===== config.mk =====
export PLATFORM = sky130hd
export DESIGN_NAME = fletcher_style_checksum
export DESIGN_NICKNAME = d
export VERILOG_FILES = /design/src/rtl/core/fsc_pkg.sv /design/src/rtl/core/fletcher_style_checksum.sv
export SDC_FILE = /design/constraint.sdc
export NUM_CORES = 1
export LEC_CHECK = 0
export ABC_AREA = 1
export ABC_CLOCK_PERIOD_IN_PS = 9450
export BUFFER_PORTS_ARGS = -buffer_cell sky130_fd_sc_hd__buf_4
export CORE_ASPECT_RATIO = 1.4
export CORE_MARGIN = 5
export CORE_UTILIZATION = 65
export CTS_CLUSTER_SIZE = 40
export DETAILED_ROUTE_END_ITERATION = 7
export HOLD_SLACK_MARGIN = 0.05
export PLACE_DENSITY = 0.94
export SYNTH_ARGS = -nofsm -noshare
export SYNTH_HDL_FRONTEND = slang
export SYNTH_SLANG_ARGS = --single-unit

===== constraint.sdc =====
create_clock -name clk -period 9.45 [get_ports clk]
set_input_delay 1.89 -clock clk [delete_from_list [all_inputs] [get_ports clk]]
set_output_delay 1.89 -clock clk [all_outputs]
set_load 0.01 [all_outputs]

===== src/rtl/core/fsc_pkg.sv =====
package fsc_pkg;

  // width_mode codes; the spare code runs as the 64-bit mode
  localparam logic [1:0] MODE_16 = 2'd0;
  localparam logic [1:0] MODE_32 = 2'd1;
  localparam logic [1:0] MODE_64 = 2'd2;

  localparam int MODE_W       = 2;
  localparam int BYTE_W       = 8;
  localparam int SEED_W       = 64;
  localparam int SUM_W        = 32;
  localparam int GATHER_W     = 24;
  localparam int POS_W        = 2;
  localparam int IN_TDATA_W   = BYTE_W + SEED_W;
  localparam int IN_TUSER_W   = 2;
  localparam int OUT_TDATA_W  = 64;

  // flag bits in in_tuser
  localparam int TUSER_HAS_BYTE = 0;
  localparam int TUSER_FIRST    = 1;

  typedef logic [SUM_W-1:0]    sum_t;
  typedef logic [GATHER_W-1:0] gather_t;
  typedef logic [POS_W-1:0]    pos_t;

  // one input item as held in the input register
  typedef struct packed {
    logic [BYTE_W-1:0] data_byte;
    logic              has_byte;
    logic              first;
    logic              last;
    logic [SEED_W-1:0] seed;
  } item_t;

endpackage


===== src/rtl/core/fletcher_style_checksum.sv =====
// Fletcher-style checksum over a byte stream, one byte per item. width_mode
// picks a 16, 32 or 64 bit checksum (8, 16 or 32 bit sums, words of 1, 2 or
// 4 bytes gathered little-endian); both sums wrap modulo 2^8, 2^16 or 2^32.
// An item with the first flag loads the sums from its seed (sum2 high half,
// sum1 low half); the item with tlast flushes a zero-padded tail word and
// produces one result item, sum2 above sum1, upper bits zero. Items without
// a byte add nothing, so an empty buffer returns the seed. Throughput is one
// item per clock: an input register feeds one add pair (sum1, then sum2)
// that writes the sum registers and the result register. The result is
// registered as its last item leaves the input register. A last item waits
// there only while the result register is full and not being taken; other
// items never wait. Write width_mode only while the block is idle.
module fletcher_style_checksum (
  input  logic                               clk,
  input  logic                               rst_n,
  // configuration
  input  logic                               cfg_valid,
  output logic                               cfg_ready,
  input  logic [fsc_pkg::MODE_W-1:0]         cfg_data,    // width_mode
  // input items
  input  logic                               in_tvalid,
  output logic                               in_tready,
  input  logic [fsc_pkg::IN_TDATA_W-1:0]     in_tdata,    // data_byte[7:0], seed[71:8]
  input  logic [fsc_pkg::IN_TUSER_W-1:0]     in_tuser,    // has_byte[0], first[1]
  input  logic                               in_tlast,    // last
  // result items
  output logic                               out_tvalid,
  input  logic                               out_tready,
  output logic [fsc_pkg::OUT_TDATA_W-1:0]    out_tdata    // checksum[63:0]
);
  import fsc_pkg::*;

  logic [MODE_W-1:0] mode_r;

  // input register
  logic  s1_valid_r;
  item_t s1_r;

  // running state
  sum_t    low_r, high_r;
  gather_t gather_r;
  pos_t    pos_r;

  // result register
  logic                   out_valid_r;
  logic [OUT_TDATA_W-1:0] out_data_r;

  logic adv;

  // mode decode
  sum_t mask;
  sum_t seed_high;
  logic word_done;

  // item datapath
  sum_t    low_base, high_base;
  gather_t gather_base;
  pos_t    pos_base;
  sum_t    word;
  gather_t gather_after;
  pos_t    pos_after;
  logic    do_add;
  sum_t    add_word;
  sum_t    sum1, sum2;
  sum_t    low_nxt, high_nxt;
  gather_t gather_nxt;
  pos_t    pos_nxt;
  logic [OUT_TDATA_W-1:0] out_data_nxt;

  assign cfg_ready = 1'b1;

  // a last item needs the result register; everything else goes straight on
  assign adv       = s1_valid_r && (!s1_r.last || !out_valid_r || out_tready);
  assign in_tready = !s1_valid_r || adv;

  assign low_base    = s1_r.first ? (s1_r.seed[SUM_W-1:0] & mask) : (low_r & mask);
  assign high_base   = s1_r.first ? seed_high : (high_r & mask);
  assign gather_base = s1_r.first ? '0 : gather_r;
  assign pos_base    = s1_r.first ? '0 : pos_r;

  always_comb begin
    unique case (mode_r)
      MODE_16: begin
        mask      = 32'h0000_00FF;
        seed_high = {24'h0, s1_r.seed[15:8]};
        word_done = 1'b1;
      end
      MODE_32: begin
        mask      = 32'h0000_FFFF;
        seed_high = {16'h0, s1_r.seed[31:16]};
        word_done = (pos_base != '0);
      end
      default: begin
        mask      = 32'hFFFF_FFFF;
        seed_high = s1_r.seed[63:32];
        word_done = (pos_base == 2'd3);
      end
    endcase
  end

  always_comb begin
    word = {8'h0, gather_base} | ({24'h0, s1_r.data_byte} << {pos_base, 3'b000});

    if (s1_r.has_byte && !word_done) begin
      gather_after = word[GATHER_W-1:0];
      pos_after    = pos_base + 2'd1;
    end else if (s1_r.has_byte) begin
      gather_after = '0;
      pos_after    = '0;
    end else begin
      gather_after = gather_base;
      pos_after    = pos_base;
    end

    // at most one word per item: a completed word, or the tail flush on last
    do_add   = (s1_r.has_byte && word_done) || (s1_r.last && pos_after != '0);
    add_word = (s1_r.has_byte && word_done) ? word : {8'h0, gather_after};

    sum1 = (low_base + (add_word & mask)) & mask;
    sum2 = (high_base + sum1) & mask;

    low_nxt  = do_add ? sum1 : low_base;
    high_nxt = do_add ? sum2 : high_base;

    gather_nxt = s1_r.last ? '0 : gather_after;
    pos_nxt    = s1_r.last ? '0 : pos_after;

    unique case (mode_r)
      MODE_16: out_data_nxt = {48'h0, high_nxt[7:0], low_nxt[7:0]};
      MODE_32: out_data_nxt = {32'h0, high_nxt[15:0], low_nxt[15:0]};
      default: out_data_nxt = {high_nxt, low_nxt};
    endcase
  end

  // control
  always_ff @(posedge clk) begin
    if (!rst_n) begin
      mode_r      <= MODE_16;
      s1_valid_r  <= 1'b0;
      out_valid_r <= 1'b0;
      low_r       <= '0;
      high_r      <= '0;
      gather_r    <= '0;
      pos_r       <= '0;
    end else begin
      if (cfg_valid && cfg_ready) begin
        mode_r <= cfg_data;
      end
      if (in_tready) begin
        s1_valid_r <= in_tvalid;
      end
      if (adv) begin
        low_r    <= low_nxt;
        high_r   <= high_nxt;
        gather_r <= gather_nxt;
        pos_r    <= pos_nxt;
      end
      if (adv && s1_r.last) begin
        out_valid_r <= 1'b1;
      end else if (out_tready) begin
        out_valid_r <= 1'b0;
      end
    end
  end

  // payload
  always_ff @(posedge clk) begin
    if (in_tready && in_tvalid) begin
      s1_r.data_byte <= in_tdata[BYTE_W-1:0];
      s1_r.seed      <= in_tdata[IN_TDATA_W-1:BYTE_W];
      s1_r.has_byte  <= in_tuser[TUSER_HAS_BYTE];
      s1_r.first     <= in_tuser[TUSER_FIRST];
      s1_r.last      <= in_tlast;
    end
    if (adv && s1_r.last) begin
      out_data_r <= out_data_nxt;
    end
  end

  assign out_tvalid = out_valid_r;
  assign out_tdata  = out_data_r;

  // a held item stays in the input register until it moves on
  a_s1_hold: assert property (@(posedge clk) disable iff (!rst_n)
    s1_valid_r && !adv |=> s1_valid_r)
    else $error("input register dropped a stalled item");

  // a new result only follows a last item leaving the input register
  a_out_src: assert property (@(posedge clk) disable iff (!rst_n)
    $rose(out_valid_r) |-> $past(adv && s1_r.last))
    else $error("result without a last item");

  // the tail is always flushed on last
  a_tail_clr: assert property (@(posedge clk) disable iff (!rst_n)
    adv && s1_r.last |=> pos_r == '0 && gather_r == '0)
    else $error("gather state not cleared after last item");

endmodule


==> metrics, run 1 <==
status completed; Synth Area in Adders 0.0594; CTS Buf Count 24; max-slew violation count 0; setup TNS 0 ps; register bit total from synthesis 233; syn nets 2,080; startpoint class of the critical path flop; fillcell total 1,584; Starting Density 0.652; post-synthesis compound-gate area fraction 0.165; Vias 14.4k; Distinct cells, synth 49; remaining antenna violation count 0; DR WL/cell 21.9 um; H-tree depth 1; Slew @ Worst Pin 1070 ps; Setup Crit Path Kind flop to flop; setup bufs post-CTS 0; gpl congestion 1.06; Starting DRT DRC Count 1,849; GRT overflow 0; fraction of layout cells with a size suffix above 1 0.113; CP endpoint kind flop; number of flops mapped to enable cells by yosys 139; area leader, netlist edfxtp_1; Total Nets Final 2,196; share of the synthesized area in the top cell type 0.295; I/O pins 149; Cells after Synth 1,932; final count of hold timing violations 0; syn avg cell area 7.33 um^2; final WL 51,700 um; die width 135 um; vias per cell 6.11; Core ar. 21,700 um^2; peak supply drop 0.228 mV; slowest stage cell, crit path o21ai_0; path type of the worst min-delay path flop to flop; vias in the first global route 14.5k; top_reg_cell synth edfxtp_1; Synth Warn # 0; synthesis-to-layout area growth 14.8%; row count 64; Pleak 7.44 nW; Worst-Skew Late Latency 540 ps; cts repair resizes 0; Util after Layout 0.749; TritonCTS clock tree built; Total GRT Usage 0.413; crit path DAT 6370 ps; P per Cell Area 163 nW/um^2; Worst EP required 9880 ps; RSZ-0062 raised after global routing no; ant diodes 0; CTS clk-pin slew, worst paths 60 ps; First-pass DRT Iterations 7; non-filler cells, final 2,363; Num Clock Sinks 233; Post-Synth Simple-Gate Area 0.248; DP HPWL 37,100 um; crit path max fanout 34; reg2reg setup slack 3510 ps; Async S/R FF share, synth 0; DRC viols 0; Slew HR 0.289; xor/xnor cell area share of the yosys netlist 0.00990; period utilisation layout 0.628; final setup fails 0; CP most frequent cell nand2_1; synth top area cells edfxtp_1 29%, dfxtp_1 13%, nand2_1 13%; Buf+Inv Stages, Crit Path 7; largest net degree at the start of global routing 76; clk root buf clkbuf_16; minimum clock period 5940 ps; Mapped Area 14,200 um^2; Clock Path Buffers 3; post-synthesis mux area share 0.00141; post-synthesis sequential area ratio 0.428; initial antenna violation count 0; top achievable clock speed 168 MHz; CP peak stage delay 470 ps; CTS Hold Bufs 0; Top Family by Delay on Critical Path compound AO/OA/AOI/OAI gates; MaxCap Viol Count 0; Die Height 185 um; top cells by count, synth 472 x nand2_1, 258 x nor2_1, 233 x inv_1; main combinational cell family by area after synthesis simple AND/OR/NAND/NOR gates; Clock Skew 27.0 ps; Port Buffers 147; first-pass GRT wire length 78,800 um; Cells after DPL 2,319; Die ar. 24,900 um^2; count leader, synth nand2_1
-- stage by stage --
stage | cell area (um^2) | power [W] | hold WS (ps) | setup WS [ps]
2_1_floorplan | 14200 | 0.00148 | 445 | 4910
3_3_place_gp | 15400 | 0.00164 | 452 | 3740
3_5_place_dp | 15400 | 0.00165 | 455 | 3770
4_1_cts | 16200 | 0.00263 | 465 | 3740
5_1_grt | 16200 | 0.00274 | 484 | 3160
6_report | 16200 | 0.00266 | 467 | 3510
-- worst reg2reg max path: cells and delay by family (launching register included) --
| kind | cells | cell delay, ps |
|---|---|---|
| simple gates | 13 | 1570 |
| buf+inv | 7 | 660 |
| fa+ha+maj | 3 | 1070 |
| flops | 1 | 360 |
| compound gates | 7 | 2180 |
-- cells by family after synthesis --
group | Yosys count
AND/OR/NAND/NOR | 870
AO/OA/AOI/OAI | 427
buffers and inverters | 317
flip-flops | 233
adder cells (fa/ha/maj) | 66
XOR/XNOR | 16
multiplexers | 2
other | 1
-- power breakdown --
group	switching (W)	internal, W	total (W)	leakage [nW]
clock network	0.000409	0.000583	0.000992	0.396
logic	0.000354	0.000152	0.000506	4.94
registers	0.0000220	0.00114	0.00116	2.11
-- worst paths after layout --
| check | start | end | cells after the start |
|---|---|---|---|
| min reg2reg | gather_r[7] | gather_r[7] | 2 |
| min | gather_r[7] | gather_r[7] | 2 |
| max reg2reg | s1_r[65] | high_r[29] | 30 |
| max | s1_r[65] | high_r[29] | 30 |
-- sequential cells by signal, summed over array words and instances, names as in the netlist --
name,count
low_r,32
pos_r,2
mode_r,2
gather_r,24
s1_r,75
out_tdata,64
high_r,32
s1_valid_r,1
out_tvalid,1
-- cell type report --
cell class | count | area, um^2 | area share
multi-input cells | 1382 | 6860 | 0.422
flip-flops and latches | 233 | 6060 | 0.373
repair buffers | 164 | 1230 | 0.0758
inverters | 243 | 913 | 0.0562
clock buffers | 33 | 676 | 0.0416
well taps | 297 | 372 | 0.0229
clock inverters | 11 | 138 | 0.00847
-- cell usage in the layout, fill, tap and decap left out, drive strengths merged --
cell type and instances:
nand2 475, nor2 260, inv 242, o21ai 186, a21oi 174, buf 164
edfxtp 139, dfxtp 94, nand3 79, ha 64, clkbuf 33, o211ai 24
nor3 18, nand4 14, or2 13, a21o 10, xor2 9, o21bai 9
nand3b 8, clkinv 8, xnor2 7, o21a 5, a21boi 5, a221oi 4
bufinv 3, a31oi 3, a211oi 2, o22ai 2, o2111ai 2, mux2i 2
fa 2, nor3b 1, and2 1, nor4 1, o211a 1, conb 1
clkinvlp 1
-- routing by layer --
metal  track usage  share of wire
met1         0.449           0.32
met2         0.711           0.49
met3        0.0631          0.089
met4         0.328           0.10
met5             0              0
(Power assumes the default switching activity.)
==> run 2: changes to the inputs <==
--- a/config.mk
+++ b/config.mk
@@ -6,15 +6,15 @@
 export NUM_CORES = 1
 export LEC_CHECK = 0
 export ABC_AREA = 1
-export ABC_CLOCK_PERIOD_IN_PS = 9450
+export ABC_CLOCK_PERIOD_IN_PS = 5700
 export BUFFER_PORTS_ARGS = -buffer_cell sky130_fd_sc_hd__buf_4
 export CORE_ASPECT_RATIO = 1.4
 export CORE_MARGIN = 5
-export CORE_UTILIZATION = 65
+export CORE_UTILIZATION = 60
 export CTS_CLUSTER_SIZE = 40
 export DETAILED_ROUTE_END_ITERATION = 7
 export HOLD_SLACK_MARGIN = 0.05
-export PLACE_DENSITY = 0.94
+export PLACE_DENSITY = 0.88
 export SYNTH_ARGS = -nofsm -noshare
 export SYNTH_HDL_FRONTEND = slang
 export SYNTH_SLANG_ARGS = --single-unit
==> constraint.sdc (replaced) <==
create_clock -name clk -period 5.7 [get_ports clk]
set_input_delay 1.14 -clock clk [delete_from_list [all_inputs] [get_ports clk]]
set_output_delay 1.14 -clock clk [all_outputs]
set_load 0.01 [all_outputs]
==> run 2 against run 1 <==
Net effect:
- clock skew fell by 14 ps
- the flow now finishes with violations (design-rule violations)
- flip-flop and latch count did not move
- global-route usage fell by 4.5 points
- fmax rose by 12%
- power rose by 61%
- critical path depth fell by 2
- via count fell by 1.1%
- sequential share of layout area fell by 0.19 points
- critical path type unchanged
- hold slack got worse by 0.83 ps
- clock-buffer cell count fell by 1
- cell count rose by 0.68%
- largest cell class unchanged
- non-clock buffer count rose by 10
==> metrics, run 2 (synthesis gave the netlist of run 1 again) <==
worst-case reg-to-reg path depth 28 (-6.7%); initial antenna violation count 0 (unchanged); fillcell total 1,940 (+22%); Reg with most FFs s1_r; Vias 14.3k (-1.1%); CTS clk-pin slew, worst paths 60 ps (about the same); largest net degree at the start of global routing 80 (+5.3%); row count 66 (+3.1%); Slew @ Worst Pin 1120 ps (+58.3 ps); Design Area, Final 16,300 um^2 (+0.52%); fraction of layout cells with a size suffix above 1 0.119 (+0.00637); Psw 0.00127 W (+62%); startpoint class of the critical path flop; placed cell areas 15,600 um^2 (+0.89%); crit path DAT 5730 ps (-640 ps); Placement Setup Slack 152 ps (-3610 ps); period utilisation layout 0.932 (+0.303); CP endpoint kind flop; Die Height 192 um (+3.9%); Clock Path Buffers 3 (unchanged); vias per cell 6.01 (-1.8%); failing checks design-rule violations; Num Clock Sinks 233 (unchanged); CP Depth 28 (-6.7%); final WL 50,700 um (-2.0%); Total Nets Final 2,205 (+0.41%); non-filler cells, final 2,379 (+0.68%); crit path max fanout 79 (+130%); ant diodes 0 (unchanged); minimum clock period 5310 ps (-627 ps); first-pass GRT wire length 76,600 um (-2.8%); switch share 0.297 (+0.00127); clk root buf clkbuf_16; hold depth 2 (unchanged); max FFs per register 75 (unchanged); Tot Pwr 0.00428 W (+61%); status finished with violations; First-pass DRT Iterations 8 (+1); Clock Skew 12.7 ps (-14.3 ps); synthesis-to-layout area growth 15.4%; DP HPWL 37,600 um (+1.4%); CTS Buf Count 23 (-4.2%); setup TNS 0 ps (unchanged); Die ar. 26,800 um^2 (+7.8%); Top Family by Delay on Critical Path compound AO/OA/AOI/OAI gates; Port Buffers 147 (unchanged); TritonCTS clock tree built; Slew HR 0.250 (-0.0389); most common cell after layout, fill and taps aside nand2_1; slowest stage cell, crit path edfxtp_1; gpl congestion 1.10 (+3.2%); Core ar. 23,300 um^2 (+7.3%); Buf+Inv Stages, Crit Path 6 (-1); clock share of power 0.356 (-0.018); Pleak 7.48 nW (+0.48%); peak supply drop 0.360 mV (+58%); I/O pins 149 (unchanged); MaxCap Viol Count 0 (unchanged); Setup Crit Path Kind flop to flop; most frequent cells in the layout 472 x nand2_1, 253 x nor2_1, 230 x inv_1, 170 x a21oi_1, 170 x buf_4; Setup WS post-layout 390 ps (-3120 ps); DRC viols 1 (+1); DR WL/cell 21.3 um (-2.7%); path type of the worst min-delay path flop to flop; remaining antenna violation count 0 (unchanged); top achievable clock speed 188 MHz (+12%); CP peak stage delay 470 ps (about the same); GRT overflow 0 (unchanged); Total GRT Usage 0.368 (-0.0450); vias in the first global route 13.7k (-5.3%); die width 140 um (+3.8%); final count of hold timing violations 0 (unchanged); max-slew violation count 0 (unchanged); Starting Density 0.608 (-0.0444); P per Cell Area 262 nW/um^2 (+60%); H-tree depth 1 (unchanged); RSZ-0062 raised after global routing no; Cells after DPL 2,338 (+0.82%); Combinational Power Share 0.196 (+0.006); final setup fails 0 (unchanged); Starting DRT DRC Count 1,388 (-25%); Int Power 0.00301 W (+61%); Worst EP required 6120 ps (-3760 ps); sequential share of power 0.448 (+0.012); CP most frequent cell nand2_1; Worst-Skew Late Latency 530 ps (about the same)
==> run 2: path summary, 6_finish.rpt <==
path | slack, ps | from | endpoint
worst max-delay path | 390 | s1_r[65] | high_r[23]
worst min-delay path | 470 | gather_r[21] | gather_r[21]
worst max register to register | 390 | s1_r[65] | high_r[23]
worst min register to register | 470 | gather_r[21] | gather_r[21]
==> run 2: final cells by class <==
| type | instances | area (um^2) | share of cell area |
|---|---|---|---|
| Clock inverter | 9 | 103 | 0.00628 |
| Tap cell | 306 | 383 | 0.0234 |
| Sequential cell | 233 | 6060 | 0.371 |
| Inverter | 243 | 915 | 0.0560 |
| Multi-Input combinational cell | 1382 | 6890 | 0.422 |
| Clock buffer | 32 | 629 | 0.0385 |
| Timing Repair Buffer | 174 | 1360 | 0.0830 |
==> run 2: repair_timing <==
item	CTS	global route
setup buffers	0	0
gates resized for setup	0	12
setup endpoints to repair	0	25
hold buffers	0	0
==> run 2: power groups by stage <==
| stage | Combinational [W] | Sequential [W] | Clock [W] |
|---|---|---|---|
| 6_report | 0.000840 | 0.00192 | 0.00152 |
| 2_1_floorplan | 0.000499 | 0.00195 | 0 |
| 5_1_grt | 0.000900 | 0.00192 | 0.00160 |
| 3_5_place_dp | 0.000804 | 0.00195 | 0 |
| 3_3_place_gp | 0.000788 | 0.00195 | 0 |
| 4_1_cts | 0.000813 | 0.00192 | 0.00152 |
==> run 2: routing by layer <==
layer / vias to the layer above / track usage / share of wire
met3: 238 / 0.0468 / 0.082
met1: 6563 / 0.400 / 0.33
li1: 6619 / - / -
met5: - / 0 / 0
met2: 871 / 0.673 / 0.50
met4: 0 / 0.234 / 0.084
==> run 2: worst min-delay path, delay by kind of cell (launching register included) <==
kind,cells,cell delay (ps)
AND/OR/NAND/NOR,1,60
flip-flops,1,310
AO/OA/AOI/OAI,1,50
==> run 2: metrics by stage <==
stage | hold WS (ps) | util
2_1_floorplan | 445 | -
3_3_place_gp | 452 | 0.669
3_5_place_dp | 458 | 0.669
4_1_cts | 468 | 0.700
5_1_grt | 487 | 0.701
6_report | 467 | 0.701
